--- src/rtl/rvix_ram.sv ---
// ----------------------------------------------------------------------------
// rvix_ram
// generic simple dual-port ram, one write and one registered read port
// ----------------------------------------------------------------------------
module rvix_ram #(
    parameter int WIDTH = 8,
    parameter int DEPTH = 256
) (
    input  logic                     i_clk,
    input  logic                     i_we,
    input  logic [$clog2(DEPTH)-1:0] i_waddr,
    input  logic [WIDTH-1:0]         i_wdata,
    input  logic [$clog2(DEPTH)-1:0] i_raddr,
    output logic [WIDTH-1:0]         o_rdata
);

    logic [WIDTH-1:0] r_mem [DEPTH];
    logic [WIDTH-1:0] r_rdata;

    always_ff @(posedge i_clk) begin
        if (i_we) begin
            r_mem[i_waddr] <= i_wdata;
        end
        r_rdata <= r_mem[i_raddr];
    end

    assign o_rdata = r_rdata;

endmodule

--- config.mk ---
export PLATFORM = sky130hd
export DESIGN_NAME = rvix_ram
export DESIGN_NICKNAME = d
export VERILOG_FILES = /design/src/rtl/rvix_ram.sv
export SDC_FILE = /design/constraint.sdc
export NUM_CORES = 2
export LEC_CHECK = 0
export ABC_AREA = 0
export BUFFER_PORTS_ARGS = -buffer_cell sky130_fd_sc_hd__buf_4
export CAP_MARGIN = 20
export CORE_MARGIN = 2
export CORE_UTILIZATION = 40
export DETAILED_ROUTE_END_ITERATION = 16
export PLACE_DENSITY = 0.65
export SETUP_SLACK_MARGIN = 0.4
export SYNTH_ARGS = -nofsm -noshare
export SYNTH_HDL_FRONTEND = slang
export SYNTH_SLANG_ARGS = --single-unit
--- constraint.sdc ---
create_clock -name i_clk -period 4.4 [get_ports i_clk]
set_input_delay 0.66 -clock i_clk [delete_from_list [all_inputs] [get_ports i_clk]]
set_output_delay 0.66 -clock i_clk [all_outputs]
set_load 0.02 [all_outputs]
# Word-level counts from Yosys, hierarchy flattened
# Memories as Yosys holds them, arrays and structs flattened. A register that Yosys moved wholly into a read port is not among the register bits.
# Cells that the tools add are included.
# classes
n_eq_ne	0
magnitude_cmp	0
n_mux	2
div_mod_pow	0
bitwise_logic	0
shift	0
n_mul	0
reduce_logical	0
addsub	0
# ops
operator	n
2-to-1 mux 1 bit	2
# word_totals
reg_bits	0
n_memories	1
latchBits	0
word_cells	3
mem_bits_rw	2048
mem_bits_ro	0
# mem_list
name	words	width	read_ports	rd_ports_with_merged_regs	write_ports	line	source
r_mem	256	8	1	1	1	17	logic [WIDTH-1:0] r_mem [DEPTH];

# Longest topological paths before layout
# depth
word_depth	2
ltp_mapped	11

# Least setup slack after synthesis
# No wires, ideal clock.
# synth_timing
path_type	input -> register
startpoint	input port i_raddr[0]
endpoint	register r_rdata[2] (netlist: o_rdata[2]), read port of r_mem
slack_ns	1.802
t_required_ns	4.269
t_arrival_ns	2.467
path_stages	9
path_buffers	4
setup_time_ns	0.131
cell_sequence	buf_6 > buf_12 > buf_8 > buf_2 > mux4_2 > a22oi_1 > a21oi_1 > nor4_1 > nor4_2
# synth_lines
element	line	source
start, declared	13	input logic [$clog2(DEPTH)-1:0] i_raddr,
end, declared	18	logic [WIDTH-1:0] r_rdata;

==> impl_metrics.ini <==
[run_status]
status = completed

[cells_and_area]
seq_area_mm2 = 0.0617
fill_cells = 16337
multiInputGateArea_mm2 = 0.0165
final_cells = 6786
drive_above_1_share_pct = 24.7
fin_nets = 3999
area_growth_syn_to_layout_pct = 13.5

[timing]
min_period_over_period_pct = 78.4
hold_violations = 0
clock.fmax_ghz = 0.290
rsz0062_at_grt = false
maxSlewHeadroom_pct = 13.4
maxSlewViolCount = 0
finalSetupTns_ps = 0
timing.hold.ws_ps = 266
setup-violations-final = 0
worst_pin_slew_ps = 1300
worst_clock_skew_ps = 53.1
fin_crit_ps = 3450

[route]
detail-route-antenna-nets = 0
wirelength_mm = 199
wl_per_cell_um = 29.3
dr.pass1.iters = 8
vias_per_cell = 5.84
drt_iter0_drc = 5650
vias = 39643
drc = 0

[pwr]
power_density_mw_per_mm2 = 449
leakagePower_nw = 27.9
vdd_ir_drop_max_v = 0.000406

[logic_synthesis]
ys_seq_elements = 2056
yosysSeqAreaShare_pct = 77.5
synth_nets = 3759
netlist_instances = 3733
async_reset_ff_share_pct = 0
ys_types = 55
synth-edff-count = 2048
yosysWarnings = 0
syn_area_per_cell_um2 = 21.3
synthFlopType = edfxtp_1
synthesis.area_mm2 = 0.0796

[grt]
grt_pass1_vias = 39333
busiest_layer = met2
met1_usage_pct = 27.3
antenna_found_initial = 10
gr-usage-met3_pct = 3.30
gr-usage-all-layers_pct = 19.3
overflow = 0
grt_max_degree = 161
grt_pass1_wl_mm = 286
grt_use_met2_pct = 30.8

[worst_setup_path]
required_ps = 5100
cp.arrival_ps = 4150
path_depth = 11
start_kind = primary input
critPathTopFamily = buffers and inverters
max_stage_delay_ps = 1030
r2r_start = r_mem[72][7]$_DFFE_PP_
reg2reg_setup_slack_ps = 1310
r2r_end = o_rdata[7]$_DFF_P_
crit_chain = buf_8, buf_12, buf_12, buf_4, mux2i_1, o221ai_1, o211ai_1, a21oi_1, nor4_1, buf_4, nor4_1
r2r_cells = 7
crit_fanout = 44
end_kind = flop
critPathKind = in2reg
slowest_stage = nor4_1
crit_buf_inv = 5

[die]
coreArea_mm2 = 0.197
rows = 163
die_y_um = 450
io_pins = 34
initial_utilization_pct = 40.3
die_w_um = 450
die-area_mm2 = 0.202

[cts]
cts_buffers = 203
cts.sinks = 2056
clk_latency_ps = 840
clk_pin_slew_ps = 60
cts_hold_buf = 0
ctsResizeCount = 0
clk_path_buf_depth = 3
cts_setup_buffers = 0
cts-root-buf = clkbuf_16
cts_tree = built
h-tree-depth = 4

[worst_hold_path]
hp-class = in2reg
whs_path_depth = 1
min_from = i_wdata[5]
hold-path-endpoint = r_mem[175][5]$_DFFE_PP_

[place]
gp_congestion = 0.873
dp.cells = 6406
hpwl_mm = 124
portBuffers = 33

[flow_run]
maxCapViolations = 0
-- Yosys cell counts, drive strengths merged, types with 2 or more instances --
library cell / number / area share (%)
nor4: 27 / 0.24
a31oi: 2 / 0.016
nand2: 33 / 0.16
clkbuf: 111 / 0.52
a21oi: 96 / 0.60
nor2b: 31 / 0.24
a22oi: 133 / 1.3
o221ai: 47 / 0.53
o22a: 5 / 0.055
a211oi: 16 / 0.15
nand3b: 2 / 0.019
or2: 4 / 0.031
mux2i: 134 / 1.7
dfxtp: 8 / 0.20
and2: 6 / 0.047
nand3: 34 / 0.21
o21ai: 12 / 0.075
buf: 122 / 1.3
nor2: 282 / 1.3
o22ai: 28 / 0.22
edfxtp: 2048 / 77
a221oi: 14 / 0.16
o211ai: 10 / 0.094
nor3: 22 / 0.14
nand4: 10 / 0.079
o32ai: 5 / 0.064
mux4: 456 / 13
a2111oi: 5 / 0.066
a311oi: 2 / 0.022
a22o: 8 / 0.088
and3b: 2 / 0.022
nand2b: 8 / 0.063
-- cells in the final DEF (no fill, tap or decap), types with 10 or more instances in the layout --
master and count:
buf_12 21, nand4_1 10, nor2b_1 28, clkbuf_1 52, nand3_1 34, nor4_1 24, buf_4 235, a211oi_1 16
o22ai_1 28, clkbuf_16 203, a221oi_1 13, o211ai_1 10, nor3_1 22, nor2_1 279, bufinv_16 13, o221ai_1 46
clkinv_2 35, a21oi_1 96, mux4_2 454, edfxtp_1 2048, o21ai_0 10, clkinv_1 43, nand2_1 33, mux2i_1 134
a22oi_1 133
-- per-layer routing --
layer  wire length (um)  part of all wire (%)
met2              95400                    48
met5                 42                 0.021
met3              16900                   8.5
met4               6240                   3.1
met1              80400                    40
-- how the worst max path moves through the flow --
stage | from | to | slack [ps]
3_3_place_gp | i_raddr[0] | o_rdata[7]$_DFF_P_ | 160
5_1_grt | i_raddr[0] | o_rdata[7]$_DFF_P_ | 1070
3_5_place_dp | i_raddr[0] | o_rdata[7]$_DFF_P_ | 130
4_1_cts | i_raddr[0] | o_rdata[7]$_DFF_P_ | 1040
6_report | i_raddr[0] | o_rdata[7]$_DFF_P_ | 950
2_1_floorplan | i_raddr[0] | o_rdata[2]$_DFF_P_ | 1800
-- flip-flops by register name (all words and copies together) (netlist names) --
name	cells
o_rdata	8
r_mem	2048
-- metrics by stage --
stage	utilization (%)	power (mW)	setup WS [ps]	area (um^2)
floorplan	-	23.1	1800	79600
global placement	42.4	24.0	158	83800
detailed placement	42.4	24.1	130	83800
CTS	45.7	40.8	1040	90300
global route	45.8	41.6	1070	90300
finish	45.8	40.5	949	90300
-- kinds of logic (layout without fill, tap and decap cells) --
logic type	Yosys count	in the layout	share of synthesized area [%]
AND/OR/NAND/NOR	466	466	2.63
AO/OA/AOI/OAI	385	385	3.42
multiplexers	591	591	14.6
buffers and inverters	235	646	1.83
flip-flops	2056	2056	77.5
other	0	2	0
-- layout make-up --
type	instances	share of cell area, %
diodes	2	0.00554
multi-input cells	1442	18.2
clock inverters	115	1.25
well taps	2640	3.66
flip-flops and latches	2056	68.3
repair buffers	268	2.64
inverters	2	0.00831
clock buffers	261	5.93
-- power by group --
group / internal, mW / total, mW / switching [mW]
clock network: 9.42 / 16.9 / 7.47
logic: 0.710 / 2.01 / 1.30
registers: 21.6 / 21.6 / 0.0495
Note: power is estimated with default switching activity, not from simulation.
